==> src/hdl/hldt_pkg.sv <==
// shared types, widths and codes of the host level decay table
`default_nettype none

package hldt_pkg;

  localparam int TABLE_DEPTH = 64;

  localparam int ACTION_W = 2;
  localparam int ADDR_W   = 32;
  localparam int LEVEL_W  = 32;
  localparam int AMOUNT_W = 16;
  localparam int STATUS_W = 2;

  localparam int IN_DATA_W  = ADDR_W + LEVEL_W + LEVEL_W + AMOUNT_W;
  localparam int IN_USER_W  = ACTION_W + 1;
  localparam int OUT_DATA_W = LEVEL_W;
  localparam int OUT_USER_W = STATUS_W;

  localparam logic [ACTION_W-1:0] ACT_INSERT = 2'd0;
  localparam logic [ACTION_W-1:0] ACT_DECAY  = 2'd1;
  localparam logic [ACTION_W-1:0] ACT_READ   = 2'd2;
  localparam logic [ACTION_W-1:0] ACT_ADD    = 2'd3;

  localparam logic [STATUS_W-1:0] ST_OK        = 2'd0;
  localparam logic [STATUS_W-1:0] ST_NOT_FOUND = 2'd1;
  localparam logic [STATUS_W-1:0] ST_FULL      = 2'd2;

  localparam logic [AMOUNT_W-1:0] RECOVERY_RESET = 16'd1;

  typedef struct packed {
    logic [ACTION_W-1:0] action;
    logic [ADDR_W-1:0]   host_address;
    logic                level_select;
    logic [LEVEL_W-1:0]  compromise_init;
    logic [LEVEL_W-1:0]  attack_init;
    logic [AMOUNT_W-1:0] add_amount;
    logic                done;
    logic [LEVEL_W-1:0]  level;
  } item_t;

endpackage

`default_nettype wire

==> src/hdl/hldt_cell.sv <==
// one table entry: holds a host and its levels, applies the passing item
`default_nettype none

module hldt_cell (
  input  wire                            clk_i,
  input  wire                            rst_ni,
  input  wire                            adv_i,
  input  wire  [hldt_pkg::AMOUNT_W-1:0]  recovery_i,
  input  wire                            vld_i,
  input  hldt_pkg::item_t                item_i,
  output logic                           vld_o,
  output hldt_pkg::item_t                item_o
);
  import hldt_pkg::*;

  logic                valid_q, valid_d;
  logic [ADDR_W-1:0]   addr_q, addr_d;
  logic [LEVEL_W-1:0]  cmp_q, cmp_d;
  logic [LEVEL_W-1:0]  atk_q, atk_d;
  logic                vld_q;
  item_t               item_q, item_d;

  logic                hit;
  logic [LEVEL_W-1:0]  sel_lvl;
  logic [LEVEL_W:0]    sum;
  logic [LEVEL_W-1:0]  sat;
  logic [LEVEL_W-1:0]  rec;
  logic [LEVEL_W-1:0]  cmp_dec;
  logic [LEVEL_W-1:0]  atk_dec;

  always_comb begin
    hit     = valid_q && (addr_q == item_i.host_address);
    sel_lvl = item_i.level_select ? atk_q : cmp_q;
    sum     = {1'b0, sel_lvl} + {{(LEVEL_W+1-AMOUNT_W){1'b0}}, item_i.add_amount};
    sat     = sum[LEVEL_W] ? {LEVEL_W{1'b1}} : sum[LEVEL_W-1:0];
    rec     = {{(LEVEL_W-AMOUNT_W){1'b0}}, recovery_i};
    cmp_dec = (cmp_q > rec) ? (cmp_q - rec) : '0;
    atk_dec = (atk_q > rec) ? (atk_q - rec) : '0;
  end

  always_comb begin
    item_d  = item_i;
    valid_d = valid_q;
    addr_d  = addr_q;
    cmp_d   = cmp_q;
    atk_d   = atk_q;
    if (vld_i) begin
      case (item_i.action)
        ACT_INSERT: begin
          if (!item_i.done && !valid_q) begin
            valid_d     = 1'b1;
            addr_d      = item_i.host_address;
            cmp_d       = item_i.compromise_init;
            atk_d       = item_i.attack_init;
            item_d.done = 1'b1;
          end
        end
        ACT_DECAY: begin
          if (valid_q) begin
            cmp_d = cmp_dec;
            atk_d = atk_dec;
          end
        end
        ACT_READ: begin
          if (!item_i.done && hit) begin
            item_d.done  = 1'b1;
            item_d.level = sel_lvl;
          end
        end
        ACT_ADD: begin
          if (!item_i.done && hit) begin
            item_d.done = 1'b1;
            if (item_i.level_select) begin
              atk_d = sat;
            end else begin
              cmp_d = sat;
            end
          end
        end
        default: begin
        end
      endcase
    end
  end

  always_ff @(posedge clk_i or negedge rst_ni) begin
    if (!rst_ni) begin
      valid_q <= 1'b0;
      vld_q   <= 1'b0;
    end else if (adv_i) begin
      valid_q <= valid_d;
      vld_q   <= vld_i;
    end
  end

  always_ff @(posedge clk_i) begin
    if (adv_i) begin
      addr_q <= addr_d;
      cmp_q  <= cmp_d;
      atk_q  <= atk_d;
      item_q <= item_d;
    end
  end

  assign vld_o  = vld_q;
  assign item_o = item_q;

endmodule

`default_nettype wire

==> config.mk <==
export PLATFORM = sky130hd
export DESIGN_NAME = hldt_cell
export DESIGN_NICKNAME = d
export VERILOG_FILES = /design/src/hdl/hldt_pkg.sv /design/src/hdl/hldt_cell.sv
export SDC_FILE = /design/constraint.sdc
export NUM_CORES = 1
export LEC_CHECK = 0
export ABC_AREA = 0
export BUFFER_PORTS_ARGS = -buffer_cell sky130_fd_sc_hd__buf_2
export CAP_MARGIN = 20
export CELL_PAD_IN_SITES_DETAIL_PLACEMENT = 0
export CELL_PAD_IN_SITES_GLOBAL_PLACEMENT = 1
export CORE_MARGIN = 1
export CORE_UTILIZATION = 30
export DETAILED_ROUTE_END_ITERATION = 12
export PLACE_DENSITY_LB_ADDON = 0.25
export SLEW_MARGIN = 25
export SYNTH_ARGS = -nofsm -noshare
export SYNTH_HDL_FRONTEND = slang
export SYNTH_SLANG_ARGS = --single-unit
==> constraint.sdc <==
create_clock -name clk_i -period 4.3 [get_ports clk_i]
set_input_delay 0.86 -clock clk_i [delete_from_list [all_inputs] [get_ports clk_i]]
set_output_delay 0.86 -clock clk_i [all_outputs]
set_load 0.02 [all_outputs]
==> impl_metrics.py, run 1 <==
metrics = {
    "synth": {
        "synthArstFlopShare_pct": 0.8130,
        "synth_edf_count": 244,
        "yosysSeqAreaShare_pct": 55.67,
        "yosys-top-cells-area": "edfxtp_1 (55%), ha_1 (5.0%), mux2_2 (4.2%), xnor2_1 (3.4%), xor2_1 (3.1%)",
        "syn_nets": 1318,
        "synth_top_area_cell": "edfxtp_1",
        "synthFlopType": "edfxtp_1",
        "synth_top_area_share_pct": 55.29,
        "yosysUniqueCellTypes": 73,
        "synth_area_um2": 13250,
        "yosys_warnings": 0,
        "syn-instance-count": 1094,
        "synth-seq-cells": 246,
        "syn_avg_cell_area_um2": 12.11,
    },
    "cts": {
        "hold_buffers": 1,
        "clockBufferDepth": 3,
        "cts.clk_slew.worst_paths_ns": 0.06,
        "cts_tree": "yes",
        "root_buffer": "clkbuf_16",
        "cts.repair.resized": 0,
        "clock-sinks": 246,
        "cts_buffers": 31,
        "cts_setup_buffers": 0,
        "clk-insertion-delay-late_ns": 0.60,
        "cts.htree.levels": 1,
    },
    "sta": {
        "fin_ws_ns": 0.5237,
        "fin_skew_ns": 0.03132,
        "fmax_ghz": 0.2648,
        "relSlewSlack_pct": 34.74,
        "worst_pin_slew_ns": 0.9789,
        "rsz0062_at_grt": "false",
        "finalCriticalPeriod_ns": 3.776,
        "period_share_pct": 87.82,
        "slew_violations": 0,
        "hold_viol": 0,
        "finalSetupTns_ns": 0,
        "setup_viol": 0,
    },
    "global_routing": {
        "grt_max_degree": 83,
        "overflow": 0,
        "grt_pass1_vias": 10150,
        "track_usage_pct": 19.17,
        "antenna_found_initial": 3,
        "grt_pass1_wl_um": 63860,
    },
    "route": {
        "via_per_inst": 5.044,
        "ant_nets": 0,
        "dr.pass1.iters": 5,
        "vias": 10390,
        "drc": 0,
        "finalWirelength_um": 44060,
        "wl_per_cell_um": 21.40,
        "drt_iter0_markers": 737,
    },
    "power_and_ir_drop": {
        "leakage_nw": 6.596,
        "vdd_drop_max_mv": 0.3671,
        "powerDensity_nw_per_um2": 393.3,
    },
    "critical_path": {
        "reg2reg_slack_ns": 0.75,
        "cp-startpoint": "item_i[113]",
        "cp.required_ns": 4.76,
        "cp_max_fo": 16,
        "worstReg2RegEnd": "cmp_q[15]",
        "cp.arrival_ns": 4.23,
        "crit_end": "cmp_q[31]",
        "crit_type": "primary input to register",
        "r2r_start": "atk_q[0]",
        "start_kind": "primary input",
        "r2r_cells": 12,
        "end_kind": "register",
    },
    "die": {
        "core_area_um2": 43360,
        "pin_count": 317,
        "die_area_um2": 45020,
        "rows": 76,
        "die-width_um": 212.2,
        "die_h_um": 212.2,
        "start_util_pct": 30.56,
    },
    "placed_design": {
        "portBuffers": 316,
        "place_hpwl_um": 33310,
        "dpl_worst_slack_ns": 0.05934,
        "routabilityCongestion": 0.9046,
    },
    "worst_hold_path": {
        "min_from": "item_i[50]",
        "min_path_type": "primary input to register",
    },
    "layout": {
        "syn_to_final_growth_pct": 26.78,
        "nNetsFinal": 1673,
        "drive_gt1_share_pct": 32.32,
        "nFillCells": 4353,
    },
    "flow_run": {
        "maxCapViolations": 0,
    },
    "outcome": {
        "outcome": "complete, no violations",
    },
}
per-layer routing:
layer | routed length, um | track usage (%) | up-vias
li1 | - | - | 4910
met1 | 19690 | 26.20 | 5076
met2 | 21100 | 31.66 | 345
met3 | 2516 | 3.131 | 50
met4 | 729 | 4.348 | 4
met5 | 30 | 0 | -
stage by stage:
step                      instances  hold slack [ns]  util [%]  power, mW  cell area [um^2]
after global placement         2000           0.5129     36.38      4.027             15780
after detailed placement       2000           0.5267     36.38      4.033             15780
final                          2059           0.4534     38.74      6.608             16800
after CTS                      2058           0.4199     38.74      6.701             16800
after global routing           2058           0.4270     38.74      6.877             16800
after floorplan                1094           0.5558         -      3.561             13260
sequential cells by signal, summed over array words and instances (netlist names):
name     count
cmp_q       32
valid_q      1
item_o     148
addr_q      32
atk_q       32
vld_o        1
synth_stat cells (11+ instances only):
master	number
nand3_1	24
nor4_1	11
xnor2_1	51
nor3_1	29
o21ai_0	56
nor2b_1	12
o21a_1	11
nor2_1	58
a21oi_1	76
inv_1	32
clkbuf_1	21
mux2_2	50
a21o_1	20
ha_1	53
o211ai_1	24
edfxtp_1	244
xor2_1	47
nand2_1	89
nand4_1	15
a221o_1	21
layout by cell type, fill, tap and decap left out, types with 15 or more instances in the layout:
cell type,count
a21o_1,20
a21oi_1,74
a221o_1,21
buf_2,315
buf_4,35
clkbuf_16,31
edfxtp_1,244
ha_1,53
inv_1,32
mux2_2,50
nand2_1,89
nand3_1,24
nand4_1,15
nor2_1,57
nor3_1,29
o211ai_1,24
o21ai_0,56
xnor2_1,51
xor2_1,47
how the worst min path moves through the flow:
stage                            end  slack, ns  depth (start not counted)
after floorplan              valid_q       0.56                          0
after global placement         vld_o       0.51                          2
after detailed placement       vld_o       0.53                          2
after CTS                 item_o[50]       0.42                          1
after global routing      item_o[50]       0.43                          1
final                     item_o[50]       0.45                          1
worst max-delay path: stages:
cell and delay, ns:
buf_2 0.18, buf_4 0.22, mux2_2 0.36, ha_1 0.31, a21o_1 0.19, a31o_2 0.24, o21ai_1 0.35, nand2_1 0.20
a21o_1 0.45, and4_1 0.31, nor3_1 0.32, a221o_1 0.19
cell type report:
type | count | area [um^2] | area share (%)
well taps | 585 | 732.0 | 4.357
repair buffers | 355 | 1921 | 11.43
flip-flops and latches | 246 | 7377 | 43.91
diodes | 1 | 2.502 | 0.01490
inverters | 32 | 120.1 | 0.7150
clock inverters | 18 | 206.4 | 1.229
clock buffers | 39 | 805.8 | 4.796
multi-input cells | 783 | 5635 | 33.54
report_power, final:
group	switching, mW	leakage, nW	internal, mW
Combinational	0.691	3.76	0.415
Sequential	0.0584	2.35	2.81
Clock	1.06	0.488	1.57
logic make-up after synthesis:
group                      share of synthesized area (%)
AOI/OAI and AO/OA                                  13.31
and+or+nand+nor                                    11.70
muxes                                              5.231
DFF                                                55.67
buffers and inverters                              2.153
adders and majority gates                          5.458
xor gates and xnor gates                           6.477
(Power assumes the default switching activity.)
==> inputs of run 2 (changes only) <==
Settings changed: GPL_TIMING_DRIVEN set to 0, SKIP_LAST_GASP set to 1.
==> run 2 against run 1 <==
Effect of this change: hold slack lost 0.40 ns; critical path type unchanged; register-to-register slack lost 0.26 ns; total power shrank 2.2%; count of clock-buffer cells in the layout is the same; clock power shrank 6%.
==> impl_metrics.py, run 2 (synthesized netlist as in run 1, its figures left out) <==
metrics = {
    "outcome": {
        "outcome": "complete, no violations",
    },
    "route": {
        "vias": 10350,
        "ant_nets": 0,
        "finalWirelength_um": 44820,
        "drc": 0,
        "drt_iter0_markers": 669,
        "via_per_inst": 5.015,
        "wl_per_cell_um": 21.72,
        "dr.pass1.iters": 5,
    },
    "sta": {
        "worst_pin_slew_ns": 1.042,
        "finalCriticalPeriod_ns": 4.174,
        "setup_viol": 0,
        "slew_violations": 0,
        "hold_viol": 0,
        "relSlewSlack_pct": 30.53,
        "fin_ws_ns": 0.1258,
        "fin_skew_ns": 0.01535,
        "fmax_ghz": 0.2396,
        "rsz0062_at_grt": "false",
        "finalSetupTns_ns": 0,
        "period_share_pct": 97.07,
    },
    "layout": {
        "drive_gt1_share_pct": 32.32,
        "mostFrequentLayoutCells": "buf_2 (321), edfxtp_1 (244), nand2_1 (89), a21oi_1 (72), nor2_1 (58)",
        "syn_to_final_growth_pct": 27.24,
        "largest_reg_flops": 148,
        "layout_commonest_cell": "buf_2",
        "finish.utilization_pct": 38.89,
        "nNetsFinal": 1678,
        "nFillCells": 4352,
    },
    "critical_path": {
        "cp_max_fo": 19,
        "crit_type": "primary input to register",
        "end_kind": "register",
        "start_kind": "primary input",
        "cp-startpoint": "item_i[113]",
        "cp.arrival_ns": 4.49,
        "r2r_start": "cmp_q[0]",
        "cp.required_ns": 4.62,
    },
    "cts": {
        "hold_buffers": 0,
        "clock-sinks": 246,
        "clockBufferDepth": 3,
        "cts_buffers": 30,
        "cts.htree.levels": 1,
        "cts_tree": "yes",
        "cts.clk_slew.worst_paths_ns": 0.06,
        "root_buffer": "clkbuf_16",
        "clk-insertion-delay-late_ns": 0.58,
    },
    "power_and_ir_drop": {
        "powerDensity_nw_per_um2": 383.3,
        "p_seq_share_pct": 44.4,
        "p_comb_share_pct": 17.4,
        "vdd_drop_max_mv": 0.2857,
        "p_int_mw": 4.642,
        "clkPwrFrac_pct": 38.2,
        "p_switching_mw": 1.820,
        "leakage_nw": 6.585,
        "p_sw_share_pct": 28.16,
        "p_total_mw": 6.462,
    },
    "worst_hold_path": {
        "min_path_type": "primary input to async pin",
    },
    "die": {
        "core_area_um2": 43360,
        "pin_count": 317,
        "start_util_pct": 30.56,
        "die_area_um2": 45020,
        "die-width_um": 212.2,
        "rows": 76,
        "die_h_um": 212.2,
    },
    "placed_design": {
        "portBuffers": 316,
        "routabilityCongestion": 0.9106,
        "dpl_worst_slack_ns": -1.947,
        "place_hpwl_um": 34640,
    },
    "global_routing": {
        "grt_pass1_vias": 10150,
        "overflow": 0,
        "grt_pass1_wl_um": 64180,
        "grt_max_degree": 79,
        "antenna_found_initial": 5,
        "track_usage_pct": 19.46,
    },
    "flow_run": {
        "maxCapViolations": 0,
    },
}
==> run 2: cell types whose count changed in the layout (fill, tap and decap cells not counted), moves of 3 or more <==
cell	before	now
buf_16	0	5
clkinv_2	4	7
bufinv_16	4	1
clkbuf_8	0	5
clkinv_1	6	1
buf_2	315	321
buf_4	35	10
buf_6	1	4
o21ai_0	56	53
clkbuf_1	8	22
==> run 2: power groups by stage <==
stage          Combinational (mW)  Clock, mW  Sequential, mW
4_1_cts                      1.13       2.55            2.87
5_1_grt                      1.22       2.64            2.88
6_report                     1.13       2.47            2.87
3_3_place_gp                 1.08          0            2.92
2_1_floorplan               0.496          0            3.07
3_5_place_dp                 1.11          0            2.92
==> run 2: critical path, cell delays in order <==
cell and delay [ns]:
buf_2 0.14, buf_4 0.22, buf_12 0.20, clkbuf_8 0.22, mux2_2 0.38, ha_1 0.35, a21o_1 0.22, a31o_2 0.26
o21ai_4 0.22, nand2_1 0.17, a21o_2 0.34, clkbuf_2 0.24, a21o_1 0.23, a31oi_2 0.27, o211ai_1 0.13
==> run 2: area by class of cell <==
type | instances | area [um^2] | share of cell area (%)
well taps | 585 | 732.0 | 4.341
plain buffers | 32 | 192.7 | 1.143
clock buffers | 39 | 824.5 | 4.890
clock inverters | 15 | 126.4 | 0.7495
flip-flops and latches | 246 | 7377 | 43.75
diodes | 2 | 5.005 | 0.02968
repair buffers | 329 | 1789 | 10.61
multi-input cells | 783 | 5694 | 33.77
inverters | 32 | 120.1 | 0.7124
==> run 2: repair_timing <==
| item | 4_1_cts | 5_1_grt |
|---|---|---|
| resized for setup | 16 | 8 |
| pin swaps | 2 | 1 |
| endpoints found under the setup margin | 64 | 43 |
| setup buffers | 4 | 1 |
| cloned | 0 | 0 |
==> run 2: metrics by stage <==
step           cells  area, um^2  hold WS [ns]
5_1_grt         2061       16860       0.02592
6_report        2063       16860       0.05759
3_5_place_dp    2003       15780        0.5250
2_1_floorplan   1094       13260        0.5558
3_3_place_gp    1995       15570        0.5171
4_1_cts         2060       16820       0.01705
==> run 2: worst paths after layout <==
check	cells past startpoint	slack [ns]	to
max	15	0.13	atk_q[17]
min in group clk_i	1	0.48	item_o[44]
min	1	0.06	valid_q
max reg2reg	12	0.49	cmp_q[5]
max in group asynchronous	1	4.15	vld_o
min reg2reg	2	0.53	vld_o
==> run 2: layer usage <==
metal | vias to the layer above | routed length (um) | GRT usage (%)
li1 | 4930 | - | -
met1 | 5007 | 20200 | 26.25
met2 | 344 | 21020 | 32.06
met3 | 59 | 2525 | 3.250
met4 | 6 | 1033 | 5.372
met5 | - | 43 | 0
